### src/sv/assert_macros.svh
// Assertion macros used by the drink dispenser top level.
`ifndef ASSERT_MACROS_SVH
`define ASSERT_MACROS_SVH
// Checks a condition at every clock edge outside reset.
`define DDC_ASSERT(lbl, cond, msg) \
  lbl: assert property (@(posedge clk) disable iff (rst) (cond)) else $error(msg);
// Checks that a condition implies another in the same cycle.
`define DDC_ASSERT_IMPL(lbl, pre, post, msg) \
  lbl: assert property (@(posedge clk) disable iff (rst) (pre) |-> (post)) else $error(msg);
// Checks that a condition implies another in the next cycle.
`define DDC_ASSERT_NEXT(lbl, pre, post, msg) \
  lbl: assert property (@(posedge clk) disable iff (rst) (pre) |=> (post)) else $error(msg);
`endif

### src/sv/ddc_pkg.sv
// Types and constants of the drink dispenser controller.
package ddc_pkg;

  localparam int PUMP_COUNT = 6;

  localparam logic [2:0] MODE_IDLE     = 3'd0;
  localparam logic [2:0] MODE_PLACED   = 3'd1;
  localparam logic [2:0] MODE_DISPENSE = 3'd2;
  localparam logic [2:0] MODE_DELIVER  = 3'd3;
  localparam logic [2:0] MODE_ERROR    = 3'd4;
  localparam logic [2:0] MODE_MAINT    = 3'd5;
  localparam logic [2:0] MODE_CLEAN    = 3'd6;
  localparam logic [2:0] MODE_REFILL   = 3'd7;

  localparam logic [3:0] OP_WEIGHT = 4'd0;
  localparam logic [3:0] OP_BYTE   = 4'd1;
  localparam logic [3:0] OP_RESET  = 4'd2;
  localparam logic [3:0] OP_CANCEL = 4'd3;
  localparam logic [3:0] OP_MAINT  = 4'd4;
  localparam logic [3:0] OP_START  = 4'd5;
  localparam logic [3:0] OP_TIMER  = 4'd6;
  localparam logic [3:0] OP_POT    = 4'd7;
  localparam logic [3:0] OP_TABLE  = 4'd8;

  localparam logic [1:0] TBL_RATIO = 2'd0;
  localparam logic [1:0] TBL_FLOW  = 2'd1;
  localparam logic [1:0] TBL_CAP   = 2'd2;
  localparam logic [1:0] TBL_POT   = 2'd3;

  localparam logic [2:0] CFG_PRESENT  = 3'd0;
  localparam logic [2:0] CFG_DEADBAND = 3'd1;
  localparam logic [2:0] CFG_SMALL    = 3'd2;
  localparam logic [2:0] CFG_MEDIUM   = 3'd3;
  localparam logic [2:0] CFG_BIG      = 3'd4;
  localparam logic [2:0] CFG_TOL      = 3'd5;
  localparam logic [2:0] CFG_ABSENT   = 3'd6;

  localparam logic [3:0] FAULT_NONE    = 4'd0;
  localparam logic [3:0] FAULT_POUR    = 4'd1;
  localparam logic [3:0] FAULT_BAD_CUP = 4'd2;
  localparam logic [3:0] FAULT_CLEAN   = 4'd3;
  localparam logic [3:0] FAULT_PUMP    = 4'd4;

  localparam logic [7:0] SIZE_SMALL  = 8'd120;
  localparam logic [7:0] SIZE_MEDIUM = 8'd190;
  localparam logic [7:0] SIZE_BIG    = 8'd240;

  localparam logic [15:0] CLEAN_LOAD = 16'hFFFF;
  localparam logic [2:0]  VOL_LAT    = 3'd4;

  typedef struct packed {
    logic [3:0]         opcode;
    logic signed [15:0] weight;
    logic [7:0]         rx_byte;
    logic [9:0]         pot_level;
    logic [1:0]         table_select;
    logic [5:0]         table_index;
    logic [15:0]        table_value;
  } req_t;

  typedef struct packed {
    logic [2:0]  mode;
    logic [1:0]  cup_class;
    logic [3:0]  recipe;
    logic [3:0]  error_code;
    logic [5:0]  pump_enable;
    logic [15:0] timer_load;
    logic        timer_start;
    logic [2:0]  selected_pump;
    logic        maint_choice;
  } rsp_t;

  typedef struct packed {
    logic [3:0]         recipe;
    logic [2:0]         pump;
    logic [1:0]         cup_kind;
    logic signed [15:0] weight;
    logic [9:0]         pot;
    logic [1:0]         tsel;
    logic [5:0]         tidx;
    logic [15:0]        tval;
    logic               tbl_we;
    logic               vol_add;
    logic               clr_one;
    logic               clr_all;
    logic               div_ms;
    logic               div_tk;
  } cmd_t;

  typedef struct packed {
    logic        present_idle;
    logic        below;
    logic [1:0]  cls;
    logic        vol_nz;
    logic        cap_over;
    logic        div_done;
    logic [15:0] tick;
    logic        pot_hit;
    logic [2:0]  pot_pick;
    logic [7:0]  absent_limit;
  } stat_t;

endpackage

### src/sv/ddc_datapath.sv
// Datapath: settings, tables, used volumes, cup checks, volume pipeline and divider.
module ddc_datapath import ddc_pkg::*; #(
  parameter int RECIPE_COUNT = 10,
  parameter int TICK_MICROS  = 128
) (
  input  logic        clk,
  input  logic        rst,
  input  logic        cfg_we,
  input  logic [2:0]  cfg_addr,
  input  logic [14:0] cfg_data,
  input  cmd_t        cmd,
  output stat_t       st
);

  localparam int RATIO_DEPTH = RECIPE_COUNT * PUMP_COUNT;
  localparam int RW = $clog2(RATIO_DEPTH);
  localparam int TK_SHIFT = 26;
  localparam logic [26:0] TK_RECIP = 27'((64'd1 << TK_SHIFT) / 64'(TICK_MICROS));

  logic [14:0] present_level, deadband_level, small_w, medium_w, big_w, tolerance;
  logic [7:0]  absent_limit;

  logic [7:0]  ratio_mem [RATIO_DEPTH];
  logic [15:0] flow_rate [PUMP_COUNT];
  logic [15:0] capacity [PUMP_COUNT];
  logic [9:0]  pot_bound [PUMP_COUNT + 1];
  logic [15:0] used_volume [PUMP_COUNT];

  logic [7:0]  ratio_q;
  logic [15:0] prod_q, prod_d;
  logic [9:0]  q0_q;
  logic [9:0]  vol;

  logic        div_busy;
  logic [4:0]  div_cnt;
  logic [15:0] div_rem;
  logic [25:0] div_quo;
  logic [15:0] div_dvs;

  logic [25:0] tk_num;
  logic [25:0] tk_q0;
  logic [25:0] tk_quo;
  logic [1:0]  tk_stage;
  logic [52:0] tk_prod;
  logic [25:0] tk_rem;

  logic [7:0]  rd_full;
  logic [RW-1:0] rd_addr;
  logic [7:0]  size;
  logic [16:0] rem_sh;
  logic        rem_ge;
  logic [16:0] vol_diff;

  always_comb begin
    rd_full = 8'(cmd.recipe) * 8'(PUMP_COUNT) + 8'(cmd.pump);
    rd_addr = rd_full[RW-1:0];
    unique case (cmd.cup_kind)
      2'd1: size = SIZE_SMALL;
      2'd2: size = SIZE_MEDIUM;
      2'd3: size = SIZE_BIG;
      default: size = 8'd0;
    endcase
    vol_diff = 17'(prod_d) - 17'(q0_q) * 17'd100;
    rem_sh = {div_rem, div_quo[25]};
    rem_ge = rem_sh >= {1'b0, div_dvs};
    tk_prod = 53'(tk_num) * 53'(TK_RECIP);
    tk_rem  = tk_num - tk_q0 * 26'(TICK_MICROS);
  end

  // Settings registers.
  always_ff @(posedge clk) begin
    if (rst) begin
      present_level  <= 15'd20;
      deadband_level <= 15'd3;
      small_w        <= 15'd30;
      medium_w       <= 15'd45;
      big_w          <= 15'd60;
      tolerance      <= 15'd5;
      absent_limit   <= 8'd3;
    end else if (cfg_we) begin
      unique case (cfg_addr)
        CFG_PRESENT:  present_level  <= cfg_data;
        CFG_DEADBAND: deadband_level <= cfg_data;
        CFG_SMALL:    small_w        <= cfg_data;
        CFG_MEDIUM:   medium_w       <= cfg_data;
        CFG_BIG:      big_w          <= cfg_data;
        CFG_TOL:      tolerance      <= cfg_data;
        CFG_ABSENT:   absent_limit   <= cfg_data[7:0];
        default: ;
      endcase
    end
  end

  // Tables; the ratio table is a memory with a registered read.
  always_ff @(posedge clk) begin
    ratio_q <= ratio_mem[rd_addr];
    if (cmd.tbl_we) begin
      unique case (cmd.tsel)
        TBL_RATIO: if (7'(cmd.tidx) < 7'(RATIO_DEPTH))
          ratio_mem[RW'(cmd.tidx)] <= cmd.tval[7:0];
        TBL_FLOW: if (7'(cmd.tidx) < 7'(PUMP_COUNT))
          flow_rate[cmd.tidx[2:0]] <= cmd.tval;
        TBL_CAP: if (7'(cmd.tidx) < 7'(PUMP_COUNT))
          capacity[cmd.tidx[2:0]] <= cmd.tval;
        TBL_POT: if (7'(cmd.tidx) <= 7'(PUMP_COUNT))
          pot_bound[cmd.tidx[2:0]] <= cmd.tval[9:0];
        default: ;
      endcase
    end
  end

  // Volume pipeline: size times ratio, then division by 100 by reciprocal.
  always_ff @(posedge clk) begin
    prod_q <= 16'(size) * 16'(ratio_q);
    prod_d <= prod_q;
    q0_q   <= 10'((29'(prod_q) * 29'd5242) >> 19);
    vol    <= (vol_diff >= 17'd100) ? q0_q + 10'd1 : q0_q;
  end

  always_ff @(posedge clk) begin
    if (rst) begin
      for (int i = 0; i < PUMP_COUNT; i++) used_volume[i] <= 16'd0;
    end else if (cmd.clr_all) begin
      for (int i = 0; i < PUMP_COUNT; i++) used_volume[i] <= 16'd0;
    end else if (cmd.clr_one) begin
      used_volume[cmd.pump] <= 16'd0;
    end else if (cmd.vol_add) begin
      used_volume[cmd.pump] <= used_volume[cmd.pump] + 16'(vol);
    end
  end

  // Restoring divider for the flow rate, one quotient bit per cycle.
  always_ff @(posedge clk) begin
    if (rst) begin
      div_busy <= 1'b0;
      div_cnt  <= 5'd0;
    end else if (cmd.div_ms) begin
      div_rem <= 16'd0;
      div_dvs <= flow_rate[cmd.pump];
      div_cnt <= 5'd26;
      if (flow_rate[cmd.pump] == 16'd0) begin
        div_quo  <= 26'hFFFF;
        div_busy <= 1'b0;
      end else begin
        div_quo  <= 26'(vol) * 26'd100000;
        div_busy <= 1'b1;
      end
    end else if (div_busy) begin
      div_rem <= rem_ge ? 16'(rem_sh - {1'b0, div_dvs}) : rem_sh[15:0];
      div_quo <= {div_quo[24:0], rem_ge};
      div_cnt <= div_cnt - 5'd1;
      if (div_cnt == 5'd1) div_busy <= 1'b0;
    end
  end

  // Tick scaling by reciprocal multiplication with one correction step.
  always_ff @(posedge clk) begin
    if (rst) begin
      tk_stage <= 2'd0;
    end else begin
      tk_stage <= {tk_stage[0], cmd.div_tk};
    end
  end

  always_ff @(posedge clk) begin
    if (cmd.div_tk) tk_num <= 26'(div_quo[15:0]) * 26'd1000;
    tk_q0  <= 26'(tk_prod >> TK_SHIFT);
    tk_quo <= (tk_rem >= 26'(TICK_MICROS)) ? tk_q0 + 26'd1 : tk_q0;
  end

  logic signed [17:0] w18, w_idle, lvl, db, tol18;
  logic signed [17:0] sm, md, bg;

  always_comb begin
    w18   = 18'(cmd.weight);
    lvl   = 18'(present_level);
    db    = 18'(deadband_level);
    tol18 = 18'(tolerance);
    sm    = 18'(small_w);
    md    = 18'(medium_w);
    bg    = 18'(big_w);
    w_idle = (w18 < db && w18 > -db) ? 18'sd0 : w18;
    st = '0;
    st.present_idle = w_idle > lvl;
    st.below        = w18 < lvl;
    if (w18 >= sm - tol18 && w18 <= sm + tol18)      st.cls = 2'd1;
    else if (w18 >= md - tol18 && w18 <= md + tol18) st.cls = 2'd2;
    else if (w18 >= bg - tol18 && w18 <= bg + tol18) st.cls = 2'd3;
    else                                             st.cls = 2'd0;
    st.vol_nz   = vol != 10'd0;
    st.cap_over = 17'(used_volume[cmd.pump]) + 17'(vol) > 17'(capacity[cmd.pump]);
    st.div_done = !div_busy && tk_stage == 2'd0;
    st.tick     = tk_quo[15:0] - 16'd1;
    for (int i = PUMP_COUNT; i >= 0; i--) begin
      if (cmd.pot <= pot_bound[i]) begin
        st.pot_hit  = 1'b1;
        st.pot_pick = 3'(i);
      end
    end
    st.absent_limit = absent_limit;
  end

endmodule

### src/sv/ddc_ctrl.sv
// Controller: request sequencing, dispenser modes and the result register.
module ddc_ctrl import ddc_pkg::*; #(
  parameter int RECIPE_COUNT = 10
) (
  input  logic  clk,
  input  logic  rst,
  input  logic  req_valid,
  output logic  req_ready,
  input  req_t  req,
  output logic  rsp_valid,
  input  logic  rsp_ready,
  output rsp_t  rsp,
  output cmd_t  cmd,
  input  stat_t st
);

  typedef enum logic [3:0] {
    S_IDLE, S_EXEC, S_CAP, S_RUN, S_ADD, S_MS_GO, S_MS_WAIT, S_TK_GO, S_TK_WAIT, S_DONE
  } seq_t;

  seq_t        seq;
  req_t        req_q;
  logic [2:0]  mode;
  logic [1:0]  cup_kind;
  logic [3:0]  recipe;
  logic [3:0]  fault;
  logic [2:0]  active;
  logic [7:0]  absent;
  logic        mpick;
  logic [2:0]  ppick;
  logic [15:0] t_load;
  logic        t_start;
  logic [2:0]  pidx;
  logic [2:0]  wait_cnt;

  logic [7:0]  cnt_inc;
  logic        gone;
  logic        byte_ok;
  logic [3:0]  byte_rec;
  logic [5:0]  enable;
  logic        last_pump;

  assign req_ready = seq == S_IDLE;
  assign last_pump = pidx == 3'(PUMP_COUNT - 1);

  always_comb begin
    cnt_inc = (absent == 8'd255) ? absent : absent + 8'd1;
    gone = st.below && cnt_inc >= st.absent_limit;
    byte_ok = 1'b0;
    byte_rec = 4'd0;
    if (req_q.rx_byte >= "1" && req_q.rx_byte <= "9") begin
      byte_ok = 1'b1;
      byte_rec = 4'(req_q.rx_byte - "1");
    end else if (req_q.rx_byte == "A") begin
      byte_ok = 1'b1;
      byte_rec = 4'd9;
    end
    if (5'(byte_rec) >= 5'(RECIPE_COUNT)) byte_ok = 1'b0;
    enable = 6'd0;
    if (mode == MODE_DISPENSE) enable = 6'(1) << active;
    else if (mode == MODE_CLEAN)
      enable = (4'(ppick) >= 4'(PUMP_COUNT)) ? 6'h3F : 6'(1) << ppick;
  end

  always_comb begin
    cmd = '0;
    cmd.recipe   = recipe;
    cmd.pump     = (seq == S_EXEC) ? ppick : pidx;
    cmd.cup_kind = cup_kind;
    cmd.weight   = req_q.weight;
    cmd.pot      = req_q.pot_level;
    cmd.tsel     = req_q.table_select;
    cmd.tidx     = req_q.table_index;
    cmd.tval     = req_q.table_value;
    if (seq == S_EXEC) begin
      cmd.tbl_we = req_q.opcode == OP_TABLE;
      if (req_q.opcode == OP_START && mode == MODE_MAINT && mpick) begin
        cmd.clr_all = 4'(ppick) >= 4'(PUMP_COUNT);
        cmd.clr_one = 4'(ppick) < 4'(PUMP_COUNT);
      end
    end
    cmd.vol_add = seq == S_ADD && wait_cnt == VOL_LAT;
    cmd.div_ms  = seq == S_MS_GO;
    cmd.div_tk  = seq == S_TK_GO;
  end

  always_ff @(posedge clk) begin
    if (rst) begin
      seq       <= S_IDLE;
      mode      <= MODE_IDLE;
      cup_kind  <= 2'd0;
      recipe    <= 4'd0;
      fault     <= FAULT_NONE;
      active    <= 3'd0;
      absent    <= 8'd0;
      mpick     <= 1'b0;
      ppick     <= 3'd0;
      pidx      <= 3'd0;
      wait_cnt  <= 3'd0;
      rsp_valid <= 1'b0;
    end else begin
      if (rsp_valid && rsp_ready && seq != S_DONE) rsp_valid <= 1'b0;
      unique case (seq)
        S_IDLE: begin
          if (req_valid) begin
            req_q   <= req;
            t_load  <= 16'd0;
            t_start <= 1'b0;
            seq     <= S_EXEC;
          end
        end
        S_EXEC: begin
          seq <= S_DONE;
          unique case (req_q.opcode)
            OP_WEIGHT: begin
              unique case (mode)
                MODE_IDLE: if (st.present_idle) mode <= MODE_PLACED;
                MODE_PLACED: begin
                  if (st.below) begin
                    cup_kind <= 2'd0;
                    mode <= MODE_IDLE;
                  end else begin
                    cup_kind <= st.cls;
                  end
                end
                MODE_DISPENSE: begin
                  absent <= st.below ? cnt_inc : 8'd0;
                  if (gone) begin
                    active <= 3'd0;
                    ppick  <= 3'd0;
                    absent <= 8'd0;
                    fault  <= FAULT_POUR;
                    mode   <= MODE_ERROR;
                  end
                end
                MODE_CLEAN: begin
                  absent <= st.below ? cnt_inc : 8'd0;
                  if (gone) begin
                    cup_kind <= 2'd0;
                    recipe   <= 4'd0;
                    ppick    <= 3'd0;
                    absent   <= 8'd0;
                    fault    <= FAULT_CLEAN;
                    mode     <= MODE_ERROR;
                  end
                end
                MODE_DELIVER: begin
                  if (st.below) begin
                    cup_kind <= 2'd0;
                    recipe   <= 4'd0;
                    mode     <= MODE_IDLE;
                  end
                end
                default: ;
              endcase
            end
            OP_BYTE: begin
              if (mode == MODE_PLACED && byte_ok) begin
                recipe <= byte_rec;
                if (cup_kind == 2'd0) begin
                  fault <= FAULT_BAD_CUP;
                  mode  <= MODE_ERROR;
                end else begin
                  mode     <= MODE_DISPENSE;
                  pidx     <= 3'd0;
                  wait_cnt <= 3'd0;
                  seq      <= S_CAP;
                end
              end
            end
            OP_RESET, OP_CANCEL: begin
              if (req_q.opcode == OP_RESET || mode == MODE_DISPENSE || mode == MODE_CLEAN)
              begin
                cup_kind <= 2'd0;
                recipe   <= 4'd0;
                fault    <= FAULT_NONE;
                mode     <= MODE_IDLE;
                mpick    <= 1'b0;
                ppick    <= 3'd0;
                absent   <= 8'd0;
                active   <= 3'd0;
              end
            end
            OP_MAINT: begin
              if (mode == MODE_IDLE || mode == MODE_PLACED) begin
                mpick <= 1'b0;
                mode  <= MODE_MAINT;
              end else if (mode == MODE_MAINT) begin
                mpick <= ~mpick;
              end
            end
            OP_START: begin
              if (mode == MODE_MAINT) begin
                if (!mpick) begin
                  mode    <= MODE_CLEAN;
                  absent  <= 8'd0;
                  t_load  <= CLEAN_LOAD;
                  t_start <= 1'b1;
                end else begin
                  ppick <= 3'd0;
                  mode  <= MODE_IDLE;
                end
                mpick <= 1'b0;
              end
            end
            OP_TIMER: begin
              if (mode == MODE_DISPENSE) begin
                pidx     <= active;
                wait_cnt <= 3'd0;
                seq      <= S_ADD;
              end else if (mode == MODE_CLEAN) begin
                ppick <= 3'd0;
                mode  <= MODE_IDLE;
              end
            end
            OP_POT: if (mode == MODE_MAINT && st.pot_hit) ppick <= st.pot_pick;
            default: ;
          endcase
        end
        S_CAP: begin
          wait_cnt <= wait_cnt + 3'd1;
          if (wait_cnt == VOL_LAT) begin
            wait_cnt <= 3'd0;
            if (st.vol_nz && st.cap_over) begin
              fault <= FAULT_PUMP + 4'(pidx);
              mode  <= MODE_ERROR;
              seq   <= S_DONE;
            end else if (last_pump) begin
              pidx <= 3'd0;
              seq  <= S_RUN;
            end else begin
              pidx <= pidx + 3'd1;
            end
          end
        end
        S_RUN: begin
          wait_cnt <= wait_cnt + 3'd1;
          if (wait_cnt == VOL_LAT) begin
            wait_cnt <= 3'd0;
            if (st.vol_nz) begin
              active <= pidx;
              absent <= 8'd0;
              seq    <= S_MS_GO;
            end else if (last_pump) begin
              active <= 3'd0;
              ppick  <= 3'd0;
              mode   <= MODE_DELIVER;
              seq    <= S_DONE;
            end else begin
              pidx <= pidx + 3'd1;
            end
          end
        end
        S_ADD: begin
          wait_cnt <= wait_cnt + 3'd1;
          if (wait_cnt == VOL_LAT) begin
            wait_cnt <= 3'd0;
            if (last_pump) begin
              active <= 3'd0;
              ppick  <= 3'd0;
              mode   <= MODE_DELIVER;
              seq    <= S_DONE;
            end else begin
              pidx <= pidx + 3'd1;
              seq  <= S_RUN;
            end
          end
        end
        S_MS_GO: seq <= S_MS_WAIT;
        S_MS_WAIT: if (st.div_done) seq <= S_TK_GO;
        S_TK_GO: seq <= S_TK_WAIT;
        S_TK_WAIT: begin
          if (st.div_done) begin
            t_load  <= st.tick;
            t_start <= 1'b1;
            seq     <= S_DONE;
          end
        end
        S_DONE: begin
          if (!rsp_valid || rsp_ready) begin
            rsp.mode          <= mode;
            rsp.cup_class     <= cup_kind;
            rsp.recipe        <= recipe;
            rsp.error_code    <= fault;
            rsp.pump_enable   <= enable;
            rsp.timer_load    <= t_load;
            rsp.timer_start   <= t_start;
            rsp.selected_pump <= ppick;
            rsp.maint_choice  <= mpick;
            rsp_valid         <= 1'b1;
            seq               <= S_IDLE;
          end
        end
        default: seq <= S_IDLE;
      endcase
    end
  end

endmodule

### src/sv/drink_dispenser_controller.sv
// Most requests pass through S_EXEC and S_DONE before a valid result is registered.
// A pour start walks the pumps through S_CAP and S_RUN, runs a 26-step division and
// the tick scaling; a timer done in dispense adds the volume and walks on from S_ADD.
// One request is in work at a time; the next is accepted while a result waits.
// Throughput is set by the pump walk and the serial divider.
// Synchronous reset returns all modes, counters and settings to their defaults.
module drink_dispenser_controller import ddc_pkg::*; #(
  parameter int RECIPE_COUNT = 10,
  parameter int TICK_MICROS  = 128
) (
  input  logic        clk,
  input  logic        rst,
  input  logic        req_valid,
  output logic        req_ready,
  input  req_t        req,
  output logic        rsp_valid,
  input  logic        rsp_ready,
  output rsp_t        rsp,
  input  logic        cfg_we,
  input  logic [2:0]  cfg_addr,
  input  logic [14:0] cfg_data
);

`include "assert_macros.svh"

  cmd_t  cmd;
  stat_t st;

  ddc_ctrl #(.RECIPE_COUNT(RECIPE_COUNT)) u_ctrl (
    .clk(clk), .rst(rst),
    .req_valid(req_valid), .req_ready(req_ready), .req(req),
    .rsp_valid(rsp_valid), .rsp_ready(rsp_ready), .rsp(rsp),
    .cmd(cmd), .st(st)
  );

  ddc_datapath #(.RECIPE_COUNT(RECIPE_COUNT), .TICK_MICROS(TICK_MICROS)) u_dp (
    .clk(clk), .rst(rst),
    .cfg_we(cfg_we), .cfg_addr(cfg_addr), .cfg_data(cfg_data),
    .cmd(cmd), .st(st)
  );

  `DDC_ASSERT_NEXT(a_one_request, req_valid && req_ready, !req_ready, "second request taken early")
  `DDC_ASSERT(a_no_refill_held, !rsp_valid || rsp.mode != MODE_REFILL, "refill mode reported")
  `DDC_ASSERT_IMPL(a_pumps_off, rsp_valid && rsp.mode != MODE_DISPENSE && rsp.mode != MODE_CLEAN, rsp.pump_enable == 6'd0, "pump driven outside pour or clean")
  `DDC_ASSERT_IMPL(a_timer_mode, rsp_valid && rsp.timer_start, rsp.mode == MODE_DISPENSE || rsp.mode == MODE_CLEAN, "timer started in wrong mode")
  `DDC_ASSERT_IMPL(a_one_pump, rsp_valid && rsp.mode == MODE_DISPENSE, $onehot(rsp.pump_enable), "pour drives other than one pump")

endmodule
### config.mk
export PLATFORM = sky130hd
export DESIGN_NAME = drink_dispenser_controller
export DESIGN_NICKNAME = d
export VERILOG_FILES = /design/src/sv/ddc_pkg.sv /design/src/sv/ddc_datapath.sv /design/src/sv/ddc_ctrl.sv /design/src/sv/drink_dispenser_controller.sv
export VERILOG_INCLUDE_DIRS = /design/src /design/src/sv
export SDC_FILE = /design/constraint.sdc
export NUM_CORES = 2
export LEC_CHECK = 0
export ABC_AREA = 1
export BUFFER_PORTS_ARGS = -buffer_cell sky130_fd_sc_hd__buf_4
export CAP_MARGIN = 20
export CORE_ASPECT_RATIO = 1.25
export CORE_UTILIZATION = 69
export DETAILED_ROUTE_END_ITERATION = 12
export PLACE_DENSITY = 0.92
export SYNTH_ARGS = -nofsm -noshare
export SYNTH_HDL_FRONTEND = slang
export SYNTH_HIERARCHICAL = 1
export SYNTH_SLANG_ARGS = --single-unit
### constraint.sdc
create_clock -name clk -period 8.2 [get_ports clk]
set_input_delay 2.46 -clock clk [delete_from_list [all_inputs] [get_ports clk]]
set_output_delay 2.46 -clock clk [all_outputs]
set_load 0.01 [all_outputs]
==> summary.md <==
| Metric | Value |
|---|---|
| Outcome | `completed` |
| Async SR Flop Fraction | `0` |
| Clock latency on the worst-skew pair | `780 ps` |
| Starting Density | `0.6959` |
| Hold Path Class | `flop to flop` |
| Initial DRC count | `7,833` |
| Dpl cell area | `0.07722 mm²` |
| Place WS | `1278 ps` |
| Layout cell share with drive strength beyond 1 | `0.06317` |
| Largest cells by area after synthesis | `edfxtp_1, ha_1, dfxtp_1` |
| Syn_nets | `8,616` |
| # IOs | `127` |
| Setup-failing EPs final | `0` |
| Critical Path RT | `8890 ps` |
| CTS root buf | `clkbuf_16` |
| Area occupied by multi-input gates | `0.03367 mm²` |
| Max Cap Violations | `0` |
| Largest net degree at the start of global routing | `227` |
| Final TNS setup | `0 ps` |
| Synthesized area | `0.07534 mm²` |
| Synth Register Bits | `1,307` |
| Die Ht | `371.5 µm` |
| Drc violations | `0` |
| Final min period | `7101 ps` |
| Fmax achieved | `140.8 MHz` |
| Top-area cell type share of the netlist area | `0.4265` |
| TritonCTS clock tree | `done` |
| Setup repair after global routing missed its margin | `no` |
| Global Route Usage Sum | `0.3822` |
| Maximum vdd ir drop | `0.2578 mV` |
| Final hold violations | `0` |
| First-pass GRT wire length | `325.6 mm` |
| HPWL Detailed | `141.1 mm` |
| Reg area | `0.03688 mm²` |
| Setup WS post-layout | `1099 ps` |
| Power per cell area | `249.3 mW/mm²` |
| H-tree depth | `4` |
| Clock Pin Slew Worst Setup and Hold Paths | `60 ps` |
| Largest stage delay, worst path | `580 ps` |
| Finished Cell Area | `0.08154 mm²` |
| Fin crit share | `0.8660` |
| Dpl cells | `8,990` |
| Core area | `0.1083 mm²` |
| Post-synth cell types | `62` |
| Antenna-violating nets left | `0` |
| Pre-Repair DR Iteration Count | `7` |
| Critical-path top delay cell | `o21ai_2` |
| CTS Buf Count | `130` |
| Max-slew violation count | `0` |
| Hold Slack | `373.9 ps` |
| CTS Hold Buffers Added | `0` |
| Final std cells w/o fill | `9,227` |
| Crit Path Class | `flop to flop` |
| Worst setup EP type | `flop` |
| Number of global-route vias before repair | `60,390` |
| CP max FO | `46` |
| Initial antenna violation count | `4` |
| Layout Utilization | `0.7531` |
| Die Width | `297.6 µm` |
| Die area | `0.1105 mm²` |
| DR vias | `59,750` |
| Number of enable flip-flop cells after synthesis | `1,070` |
| CTS Buffer Depth | `3` |
| Nets | `8,663` |
| Clock Skews | `33.95 ps` |
| Top cell by count, worst path | `nand2_1` |
| Critical path startpoint category | `flop` |
| WP data arrival | `7800 ps` |
| Final wirelength | `213.5 mm` |
| Sink Count | `1,307` |
| FILL cells | `6,693` |
| Post-CTS Setup Bufs | `0` |
| Slew of the pin with the lowest slew margin | `1255 ps` |
| Tot Pwr | `20.33 mW` |
| Synth-to-layout area growth | `8.220%` |
| Post-Syn Instances | `7,643` |
| Per-cell routed wire length | `23.14 µm` |
| Mean area per synthesized cell | `9.858 µm²` |
| Vias per cell | `6.476` |
| CTS-repair resized insts | `0` |
| Port Buffers | `126` |
| Worst slew margin | `0.1613` |
| Cell taking the most area after synthesis | `edfxtp_1` |
| Leak pwr | `34.72 nW` |
| RD Place Congestion | `0.9976` |
| Primary FF master, synth | `edfxtp_1` |
| Synth warn | `6` |
| Seq/Total Area, Yosys | `0.4894` |
| Floorplan row count | `135` |
| Total gr overflow | `0` |
## logic make-up after synthesis
kind of cell    Yosys count  synth area share
simple gates           2672            0.1494
compound gates         1366            0.1056
flops                  1307            0.4894
buf+inv                1186           0.06468
fa+ha+maj               888            0.1649
xor+xnor                223           0.02592
mux                       1         0.0001329
## per-layer routing
metal	vias to the layer above	global-route usage	wire, µm
li1	26370	-	-
met1	28040	0.4264	72600
met2	4167	0.6598	103700
met3	1164	0.08238	21470
met4	8	0.2547	15610
met5	-	0	57
## worst paths after layout
kind / startpoint / cells past startpoint / to / slack (ps)
max reg2reg: u_ctrl/seq[0] / 39 / u_ctrl/pidx[0] / 1100
min: u_dp/tk_num[23] / 0 / u_dp/tk_q0[16] / 370
max: u_ctrl/seq[0] / 39 / u_ctrl/pidx[0] / 1100
min reg2reg: u_dp/tk_num[23] / 0 / u_dp/tk_q0[16] / 370
## critical path: cells and delay by family (launching register included)
kind	cells	cell delay, ps
simple gates	22	2490
flops	1	410
compound gates	10	2140
buf+inv	4	920
fa+ha+maj	3	990
## area by class of cell
type | count | share of cell area
Tap cell | 1438 | 0.02207
Antenna cell | 1 | 0.00003069
Sequential cell | 1307 | 0.4522
Clock buffer | 167 | 0.04369
Timing Repair Buffer | 199 | 0.01961
Multi-Input combinational cell | 5150 | 0.4129
Inverter | 902 | 0.04165
Clock inverter | 63 | 0.007765
## layout by cell type (no fill, tap or decap), types with 23 or more instances in the layout
cell type | synthesis | routed
clkbuf_16 | 0 | 135
xnor2_1 | 50 | 50
ha_1 | 713 | 712
nand3_1 | 311 | 311
buf_4 | 63 | 193
dfxtp_1 | 237 | 237
nand4_1 | 125 | 125
o21ai_0 | 525 | 522
nand2_1 | 1114 | 1114
o22ai_1 | 43 | 43
edfxtp_1 | 1070 | 1070
xor2_1 | 173 | 173
nor3_1 | 78 | 76
o211ai_1 | 48 | 48
nor2_1 | 919 | 916
a21oi_1 | 420 | 420
nor4_1 | 24 | 23
inv_1 | 875 | 874
a31oi_1 | 35 | 35
nor2_2 | 22 | 23
fa_1 | 175 | 174
o221ai_1 | 84 | 84
o21a_1 | 29 | 29
clkbuf_1 | 143 | 25
o21bai_1 | 23 | 23
a211oi_1 | 25 | 24
a22oi_1 | 32 | 32
## registers in the layout (all words and copies together) (netlist names), 15 cells and up
signal,cells
u_dp/tk_q0,19
u_dp/deadband_level,15
u_dp/present_level,15
u_ctrl/rsp,40
u_dp/used_volume,128
u_dp/pot_bound,70
u_dp/capacity,96
u_dp/prod_q,15
u_dp/tk_num,23
u_dp/div_rem,16
u_dp/small_w,15
u_dp/ratio_mem,480
u_dp/tk_quo,16
u_ctrl/t_load,16
u_dp/medium_w,15
u_dp/tolerance,15
u_dp/div_dvs,16
u_dp/div_quo,26
u_ctrl/cmd,50
u_dp/flow_rate,96
u_dp/big_w,15
## power breakdown
part	leakage (nW)	switching, mW	internal, mW	total (mW)
Combinational	21.0	4.41	2.28	6.68
Clock	2.04	2.63	3.35	5.98
Sequential	11.7	0.289	7.38	7.67
Total	34.7	7.32	13.0	20.3
## synth_stat cells, types with 32 or more instances
cell type / n
nand2_1: 1114
edfxtp_1: 1070
nor2_1: 919
inv_1: 875
ha_1: 713
o21ai_0: 525
a21oi_1: 420
nand3_1: 311
dfxtp_1: 237
fa_1: 175
xor2_1: 173
clkbuf_1: 143
nand4_1: 125
o221ai_1: 84
nor3_1: 78
buf_4: 63
buf_2: 60
xnor2_1: 50
o211ai_1: 48
o22ai_1: 43
a31oi_1: 35
a22oi_1: 32
(Power assumes the default switching activity.)
